File: config.mk
export PLATFORM = sky130hd
export DESIGN_NAME = buddy_block_allocator_core
export DESIGN_NICKNAME = d
export VERILOG_FILES = /design/src/design/bba_pkg.sv /design/src/design/bba_free_maps.sv /design/src/design/bba_seq.sv /design/src/design/buddy_block_allocator_core.sv
export SDC_FILE = /design/constraint.sdc
export NUM_CORES = 1
export LEC_CHECK = 0
export BUFFER_PORTS_ARGS = -buffer_cell sky130_fd_sc_hd__buf_2
export CAP_MARGIN = 40
export CORE_UTILIZATION = 35
export DETAILED_ROUTE_END_ITERATION = 8
export PLACE_DENSITY_LB_ADDON = 0.2
export SYNTH_ARGS = -nofsm -noshare
export SYNTH_HDL_FRONTEND = slang
export SYNTH_HIERARCHICAL = 1
export SYNTH_SLANG_ARGS = --single-unit
File: constraint.sdc
create_clock -name i_clk -period 7.2 [get_ports i_clk]
set_input_delay 1.08 -clock i_clk [delete_from_list [all_inputs] [get_ports i_clk]]
set_output_delay 1.08 -clock i_clk [all_outputs]
set_load 0.1 [all_outputs]
File: src/design/bba_pkg.sv
// Shared constants and types for the buddy block allocator.
`default_nettype none

package bba_pkg;

    localparam int NUM_ORDERS  = 7;
    localparam int PAGE_SHIFT  = 12;
    localparam int TOP_ORDER   = NUM_ORDERS - 1;
    localparam int FRAME_W     = TOP_ORDER;
    localparam int FRAME_COUNT = 1 << FRAME_W;
    localparam int ORD_W       = $clog2(NUM_ORDERS);
    localparam int WANT_W      = 3;
    localparam int STATUS_W    = 2;
    localparam int START_W     = 6;
    localparam int ADDR_W      = 32;
    localparam logic [ADDR_W-1:0] BASE_RESET = 32'h2000_0000;

    typedef enum logic [STATUS_W-1:0] {
        ST_GRANTED  = 2'd0,
        ST_INVALID  = 2'd1,
        ST_NO_SPACE = 2'd2
    } t_status;

    typedef enum logic [2:0] {
        S_IDLE,
        S_SEARCH,
        S_SPLIT,
        S_ADDR,
        S_OUT
    } t_state;

    typedef struct packed {
        logic               en;
        logic               set;
        logic [ORD_W-1:0]   ord;
        logic [FRAME_W-1:0] id;
    } t_map_cmd;

    typedef struct packed {
        logic               any;
        logic [FRAME_W-1:0] id;
    } t_map_rd;

    typedef struct packed {
        t_status             status;
        logic [START_W-1:0]  start_frame;
        logic [ADDR_W-1:0]   block_address;
    } t_result;

endpackage

`default_nettype wire

File: src/design/bba_free_maps.sv
// Per-order free bitmaps with a lowest-free-block finder on one read port.
`default_nettype none

module bba_free_maps (
    input  wire logic                       i_clk,
    input  wire logic                       i_rst_n,
    input  wire bba_pkg::t_map_cmd          i_cmd,
    input  wire logic [bba_pkg::ORD_W-1:0]  i_rd_ord,
    output bba_pkg::t_map_rd                o_rd
);

    logic [bba_pkg::FRAME_COUNT-1:0] r_map [bba_pkg::NUM_ORDERS];
    logic [bba_pkg::FRAME_COUNT-1:0] v;
    logic [bba_pkg::FRAME_COUNT-1:0] low;

    always_ff @(posedge i_clk) begin
        if (!i_rst_n) begin
            for (int k = 0; k < bba_pkg::NUM_ORDERS; k++) begin
                r_map[k] <= (k == bba_pkg::TOP_ORDER) ? bba_pkg::FRAME_COUNT'(1) : '0;
            end
        end else if (i_cmd.en) begin
            r_map[i_cmd.ord][i_cmd.id] <= i_cmd.set;
        end
    end

    always_comb begin
        v   = r_map[i_rd_ord];
        low = v & (~v + bba_pkg::FRAME_COUNT'(1));
        o_rd.any = |v;
        o_rd.id  = '0;
        for (int b = 0; b < bba_pkg::FRAME_W; b++) begin
            for (int i = 0; i < bba_pkg::FRAME_COUNT; i++) begin
                if (((i >> b) & 1) != 0) begin
                    o_rd.id[b] = o_rd.id[b] | low[i];
                end
            end
        end
    end

endmodule

`default_nettype wire

File: src/design/bba_seq.sv
// Sequencer: order search, split walk, address add and result register.
`default_nettype none

module bba_seq (
    input  wire logic                          i_clk,
    input  wire logic                          i_rst_n,
    input  wire logic                          i_in_valid,
    output logic                               o_in_ready,
    input  wire logic [bba_pkg::WANT_W-1:0]    i_order_wanted,
    output logic                               o_out_valid,
    input  wire logic                          i_out_ready,
    output bba_pkg::t_result                   o_result,
    input  wire logic [bba_pkg::ADDR_W-1:0]    i_region_base,
    output bba_pkg::t_map_cmd                  o_cmd,
    output logic [bba_pkg::ORD_W-1:0]          o_rd_ord,
    input  wire bba_pkg::t_map_rd              i_rd
);

    localparam logic [bba_pkg::ORD_W-1:0] TOP_ORD = bba_pkg::ORD_W'(bba_pkg::TOP_ORDER);
    localparam int SHIFT_W = bba_pkg::FRAME_W + bba_pkg::PAGE_SHIFT + bba_pkg::ADDR_W;
    localparam int EXT_W   = bba_pkg::FRAME_W + bba_pkg::START_W;

    bba_pkg::t_state r_state, n_state;
    logic [bba_pkg::ORD_W-1:0]   r_ord, n_ord;
    logic [bba_pkg::ORD_W-1:0]   r_want, n_want;
    logic [bba_pkg::FRAME_W-1:0] r_id, n_id;
    bba_pkg::t_result            r_res, n_res;

    logic                        in_fire;
    logic                        want_bad;
    logic [bba_pkg::FRAME_W-1:0] start;
    logic [EXT_W-1:0]            start_ext;
    logic [SHIFT_W-1:0]          offset;

    assign in_fire  = i_in_valid && o_in_ready;
    assign want_bad = 32'(i_order_wanted) >= 32'(bba_pkg::NUM_ORDERS);

    always_comb begin
        n_state = r_state;
        unique case (r_state)
            bba_pkg::S_IDLE: begin
                if (in_fire) begin
                    n_state = want_bad ? bba_pkg::S_OUT : bba_pkg::S_SEARCH;
                end
            end
            bba_pkg::S_SEARCH: begin
                if (i_rd.any) begin
                    n_state = (r_ord == r_want) ? bba_pkg::S_ADDR : bba_pkg::S_SPLIT;
                end else if (r_ord == TOP_ORD) begin
                    n_state = bba_pkg::S_OUT;
                end
            end
            bba_pkg::S_SPLIT: begin
                if (r_ord - 1'b1 == r_want) begin
                    n_state = bba_pkg::S_ADDR;
                end
            end
            bba_pkg::S_ADDR: n_state = bba_pkg::S_OUT;
            bba_pkg::S_OUT: begin
                if (i_out_ready) begin
                    n_state = bba_pkg::S_IDLE;
                end
            end
            default: n_state = bba_pkg::S_IDLE;
        endcase
    end

    always_comb begin
        n_ord       = r_ord;
        n_want      = r_want;
        n_id        = r_id;
        n_res       = r_res;
        o_in_ready  = 1'b0;
        o_out_valid = 1'b0;
        o_rd_ord    = r_ord;
        o_cmd       = '0;
        start       = bba_pkg::FRAME_W'(r_id << r_want);
        start_ext   = {{bba_pkg::START_W{1'b0}}, start};
        offset      = {{(bba_pkg::PAGE_SHIFT + bba_pkg::ADDR_W){1'b0}}, start}
                      << bba_pkg::PAGE_SHIFT;
        unique case (r_state)
            bba_pkg::S_IDLE: begin
                o_in_ready = 1'b1;
                n_ord  = bba_pkg::ORD_W'(i_order_wanted);
                n_want = bba_pkg::ORD_W'(i_order_wanted);
                n_res  = '{status: bba_pkg::ST_INVALID, start_frame: '0, block_address: '0};
            end
            bba_pkg::S_SEARCH: begin
                if (i_rd.any) begin
                    n_id      = i_rd.id;
                    o_cmd.en  = 1'b1;
                    o_cmd.set = 1'b0;
                    o_cmd.ord = r_ord;
                    o_cmd.id  = i_rd.id;
                end else if (r_ord == TOP_ORD) begin
                    n_res.status = bba_pkg::ST_NO_SPACE;
                end else begin
                    n_ord = r_ord + 1'b1;
                end
            end
            bba_pkg::S_SPLIT: begin
                n_ord     = r_ord - 1'b1;
                n_id      = {r_id[bba_pkg::FRAME_W-2:0], 1'b0};
                o_cmd.en  = 1'b1;
                o_cmd.set = 1'b1;
                o_cmd.ord = r_ord - 1'b1;
                o_cmd.id  = {r_id[bba_pkg::FRAME_W-2:0], 1'b1};
            end
            bba_pkg::S_ADDR: begin
                n_res.status        = bba_pkg::ST_GRANTED;
                n_res.start_frame   = start_ext[bba_pkg::START_W-1:0];
                n_res.block_address = i_region_base + offset[bba_pkg::ADDR_W-1:0];
            end
            bba_pkg::S_OUT: o_out_valid = 1'b1;
            default: ;
        endcase
    end

    always_ff @(posedge i_clk) begin
        if (!i_rst_n) begin
            r_state <= bba_pkg::S_IDLE;
        end else begin
            r_state <= n_state;
        end
    end

    always_ff @(posedge i_clk) begin
        r_ord  <= n_ord;
        r_want <= n_want;
        r_id   <= n_id;
        r_res  <= n_res;
    end

    assign o_result = r_res;

    a_no_accept_while_pending: assert property (@(posedge i_clk) disable iff (!i_rst_n)
        o_in_ready |-> !o_out_valid)
        else $error("item taken while a result waits");

    a_bad_order_direct: assert property (@(posedge i_clk) disable iff (!i_rst_n)
        (in_fire && want_bad) |=> (o_out_valid && o_result.status == bba_pkg::ST_INVALID))
        else $error("invalid order not reported at once");

    a_reject_zero: assert property (@(posedge i_clk) disable iff (!i_rst_n)
        (o_out_valid && o_result.status != bba_pkg::ST_GRANTED)
        |-> (o_result.start_frame == '0 && o_result.block_address == '0))
        else $error("rejected result carries a block");

    a_split_above_want: assert property (@(posedge i_clk) disable iff (!i_rst_n)
        (r_state == bba_pkg::S_SPLIT) |-> (r_ord > r_want))
        else $error("split below requested order");

    a_map_write_states: assert property (@(posedge i_clk) disable iff (!i_rst_n)
        o_cmd.en |-> (r_state == bba_pkg::S_SEARCH || r_state == bba_pkg::S_SPLIT))
        else $error("free map written outside search or split");

endmodule

`default_nettype wire

File: src/design/buddy_block_allocator_core.sv
// Top level of the buddy block allocator: ports, base register and wiring.
// Invalid order: result in the cycle after acceptance. Else the search climbs from
// requested order w to the first order j with a free block (no space past the top),
// splits j down to w, adds the address. One search step or one split level a cycle.
// One item at a time: the next item is taken the cycle after the result is taken.
// Synchronous active-low reset: one free top-order block, base 0x20000000.
`default_nettype none

module buddy_block_allocator_core (
    input  wire logic        i_clk,
    input  wire logic        i_rst_n,
    input  wire logic        i_s_axis_tvalid,
    output logic             o_s_axis_tready,
    input  wire logic [7:0]  i_s_axis_tdata,   // [2:0] order_wanted, [7:3] zero
    output logic             o_m_axis_tvalid,
    input  wire logic        i_m_axis_tready,
    output logic [39:0]      o_m_axis_tdata,   // [1:0] status, [7:2] start_frame,
                                               // [39:8] block_address
    input  wire logic        i_cfg_valid,
    output logic             o_cfg_ready,
    input  wire logic [31:0] i_cfg_data        // region_base
);

    logic [bba_pkg::ADDR_W-1:0] r_region_base;
    bba_pkg::t_map_cmd          cmd;
    bba_pkg::t_map_rd           rd;
    logic [bba_pkg::ORD_W-1:0]  rd_ord;
    bba_pkg::t_result           result;

    assign o_cfg_ready = 1'b1;

    always_ff @(posedge i_clk) begin
        if (!i_rst_n) begin
            r_region_base <= bba_pkg::BASE_RESET;
        end else if (i_cfg_valid) begin
            r_region_base <= i_cfg_data;
        end
    end

    bba_free_maps u_maps (
        .i_clk    (i_clk),
        .i_rst_n  (i_rst_n),
        .i_cmd    (cmd),
        .i_rd_ord (rd_ord),
        .o_rd     (rd)
    );

    bba_seq u_seq (
        .i_clk          (i_clk),
        .i_rst_n        (i_rst_n),
        .i_in_valid     (i_s_axis_tvalid),
        .o_in_ready     (o_s_axis_tready),
        .i_order_wanted (i_s_axis_tdata[2:0]),
        .o_out_valid    (o_m_axis_tvalid),
        .i_out_ready    (i_m_axis_tready),
        .o_result       (result),
        .i_region_base  (r_region_base),
        .o_cmd          (cmd),
        .o_rd_ord       (rd_ord),
        .i_rd           (rd)
    );

    assign o_m_axis_tdata = {result.block_address, result.start_frame, result.status};

endmodule

`default_nettype wire
==> metrics <==
Synth Cell Area 30,600 um^2; First DRT Iteration DRCs 2,257; Post-Synthesis Cells 2,680; hold wc startpoint u_maps/r_map[6][59]; GPL Wtd Cong 0.879; Period minus WS final 6.58 ns; Die H 298 um; hold path cells 2; Highest Signal Layer met4; CTS HTree Levels 3; Syn Area/Cell 11.4 um^2; Seq/Total Area, Yosys 55.5%; Reg2Reg Setup Slack 0.62 ns; post-cts resize count 0; P_leak 12.3 nW; Post-synth EDFFs 500; r2r endpoint u_maps/r_map[6][40]; Clock Tree Root clkbuf_16; cell taking the most area after synthesis edfxtp_1; crit-path max FO 18; area after detailed placement 32,300 um^2; final setup fails 0; Vias 21,900; fraction of layout cells with a size suffix above 1 16.9%; wl on met1 37,400 um; fin cells 3,850; post-synth top area share 49.0%; outcome completed; IO Pins 88; CP Launch Type flop; Async S/R FF share, synth 0%; Syn Nets 2,735; Largest stage delay, worst path 0.53 ns; Clock Latency Late Sink 0.62 ns; Final Max Tran Viols 0; final wirelength 89,200 um; First-pass DRT Iterations 6; cts hold-fix bufs 0; Die Area 88,700 um^2; # DRC 0; Rows 108; number of vias per cell 5.68; hold_ws 0.482 ns; max_slew headroom 36.0%; metal3 WL 6390 um; wire per inst 23.2 um; GRT Resource Usage Total 19.9%; CTS tree yes; crit path kind reg2reg; Final period util 91.4%; Crit-path slowest cell mux4_2; IO buf count 81; Max-cap violations 0; clock sink count 599; post-CTS setup buffer count 0; most common cell after layout, fill and taps aside nor2_1; Cell Chain, Critical Path buf_4 -> buf_12 -> buf_4 -> mux4_2 -> mux2i_1 -> o211ai_1 -> nor3_2 -> nand3_1 -> nor3_1 -> nand3_1 -> nand2b_1 -> nor2_2 -> nand2_1 -> nand2_1 -> or3_1 -> or2_2 -> o21a_1 -> or3_1 -> a21boi_0; WP data required 7.72 ns; fmax 152 MHz; Synth warnings 6; synth top area cells edfxtp_1 49%, mux4_2 8.5%, o21ai_0 6.6%; post-route ant nets 0; first-pass GRT wire length 135,000 um; initial antenna violation count 2; Area Growth Syn to Fin 12.7%; Clock Skews 0.0352 ns; placed insts 3,726; CTS Buffer Depth 3; Worst Tran Pin Value 0.961 ns; die width 298 um; global route overflow 0; Cell Pwr Density 379 nW/um^2; clock edge transition at the registers on the reported setup and hold paths 0.06 ns; critical path data arrival time 7.10 ns; Post-Place Worst Slack 0.689 ns; vias in the first global route 21,800; met2 wire length 43,100 um; initial cell density of the core 35.3%; hold crit path type reg2reg; final setup TNS 0 ns; crit end category flop; hold path endpoint u_maps/r_map[6][59]; Final Worst Setup Slack 0.621 ns; Synth cell types 90; Fin. Hold Viols 0; Non-Filler Cell Area, Final 34,500 um^2; nets@finish 2,697; ys flop type edfxtp_1; largest net degree at the start of global routing 228; number of diodes 0; unrepaired setup endpoints after global routing no; dpl hpwl 52,100 um; worst vdd ir 0.340 mV; commonest non-fill, non-tap cells in the layout 503 x nor2_1, 500 x edfxtp_1, 406 x o21ai_0; R2R cell count 19; R2R Path Start u_seq/o_rd_ord[0]; Synth Register Bits 599; core area 86,800 um^2; CTS buffer count 69
-- cells in the mapped netlist, drive strengths merged (5+ instances only) --
cell type	instances
a211oi	7
a21boi	65
a21oi	16
a31oi	7
and2	14
and3	17
buf	50
clkbuf	232
dfxtp	99
edfxtp	500
ha	9
inv	21
mux2	24
mux2i	89
mux4	124
nand2	73
nand2b	11
nand3	28
nand3b	12
nand4	23
nand4b	5
nor2	504
nor2b	43
nor3	27
nor4	11
nor4b	5
o211ai	13
o21a	68
o21ai	407
o32ai	6
or2	12
or3	70
or3b	6
xor2	17
-- area by class of cell --
type / instances / area, um^2
multi-input cells: 1776 / 12300
repair buffers: 173 / 1450
flip-flops and latches: 599 / 17000
inverters: 23 / 88.8
well taps: 1155 / 1450
clock buffers: 97 / 1950
fillers: 8311 / 52200
clock inverters: 27 / 265
-- sequential cells by signal, summed over array words and instances, names as in the netlist --
name / flops
u_maps/r_map: 512
u_seq/r_state: 3
u_seq/o_rd_ord: 3
u_seq/r_id: 6
r_region_base: 32
u_seq/o_result: 40
u_seq/r_want: 3
-- worst max-delay path, delay by kind of cell, from the launching register on --
kind            cells  cell delay [ns]
buf+inv             3             0.71
simple gates       11             3.57
compound gates      3             0.90
flops               1             0.47
mux                 2             0.80
-- per-layer routing --
| metal | vias to the layer above | global-route usage (%) |
|---|---|---|
| met5 | - | 0 |
| met4 | 0 | 5.90 |
| met3 | 132 | 2.91 |
| met2 | 897 | 33.4 |
| met1 | 11000 | 26.6 |
| li1 | 9786 | - |
-- power by group --
part | internal (mW) | switching, mW | total, mW
clock network | 2.04 | 1.40 | 3.45
logic | 1.75 | 3.52 | 5.27
registers | 4.20 | 0.148 | 4.34
-- worst max path at each step --
stage | slack [ns] | from | end
2_1_floorplan | 0.71 | u_seq/o_rd_ord[0] | u_maps/r_map[3][0]
5_1_grt | 0.20 | u_seq/o_rd_ord[0] | u_maps/r_map[6][16]
4_1_cts | 0.67 | u_seq/o_rd_ord[0] | u_maps/r_map[6][1]
3_3_place_gp | 0.75 | u_seq/o_rd_ord[0] | u_maps/r_map[6][25]
3_5_place_dp | 0.69 | u_seq/o_rd_ord[0] | u_maps/r_map[6][1]
6_report | 0.62 | u_seq/o_rd_ord[0] | u_maps/r_map[6][40]
-- per-stage QoR --
| step | power, mW | utilization (%) |
|---|---|---|
| 2_1_floorplan | 8.14 | - |
| 3_3_place_gp | 9.64 | 37.2 |
| 3_5_place_dp | 9.69 | 37.2 |
| 4_1_cts | 13.2 | 39.8 |
| 5_1_grt | 13.6 | 39.8 |
| 6_report | 13.1 | 39.8 |
-- logic make-up (layout without fill, tap and decap cells) --
kind of cell             count (synthesis)  count (layout)  share of synthesized area, %
buffers and inverters                  305             320                          4.59
AO/OA/AOI/OAI                          633             633                          12.3
adder cells (fa/ha/maj)                 10              10                         0.433
multiplexers                           237             237                          13.1
flip-flops                             599             599                          55.5
AND/OR/NAND/NOR                        876             876                          13.5
other                                    1               1                        0.0122
XOR/XNOR                                19              19                         0.544
No activity file was read; power rests on OpenSTA's default activity.
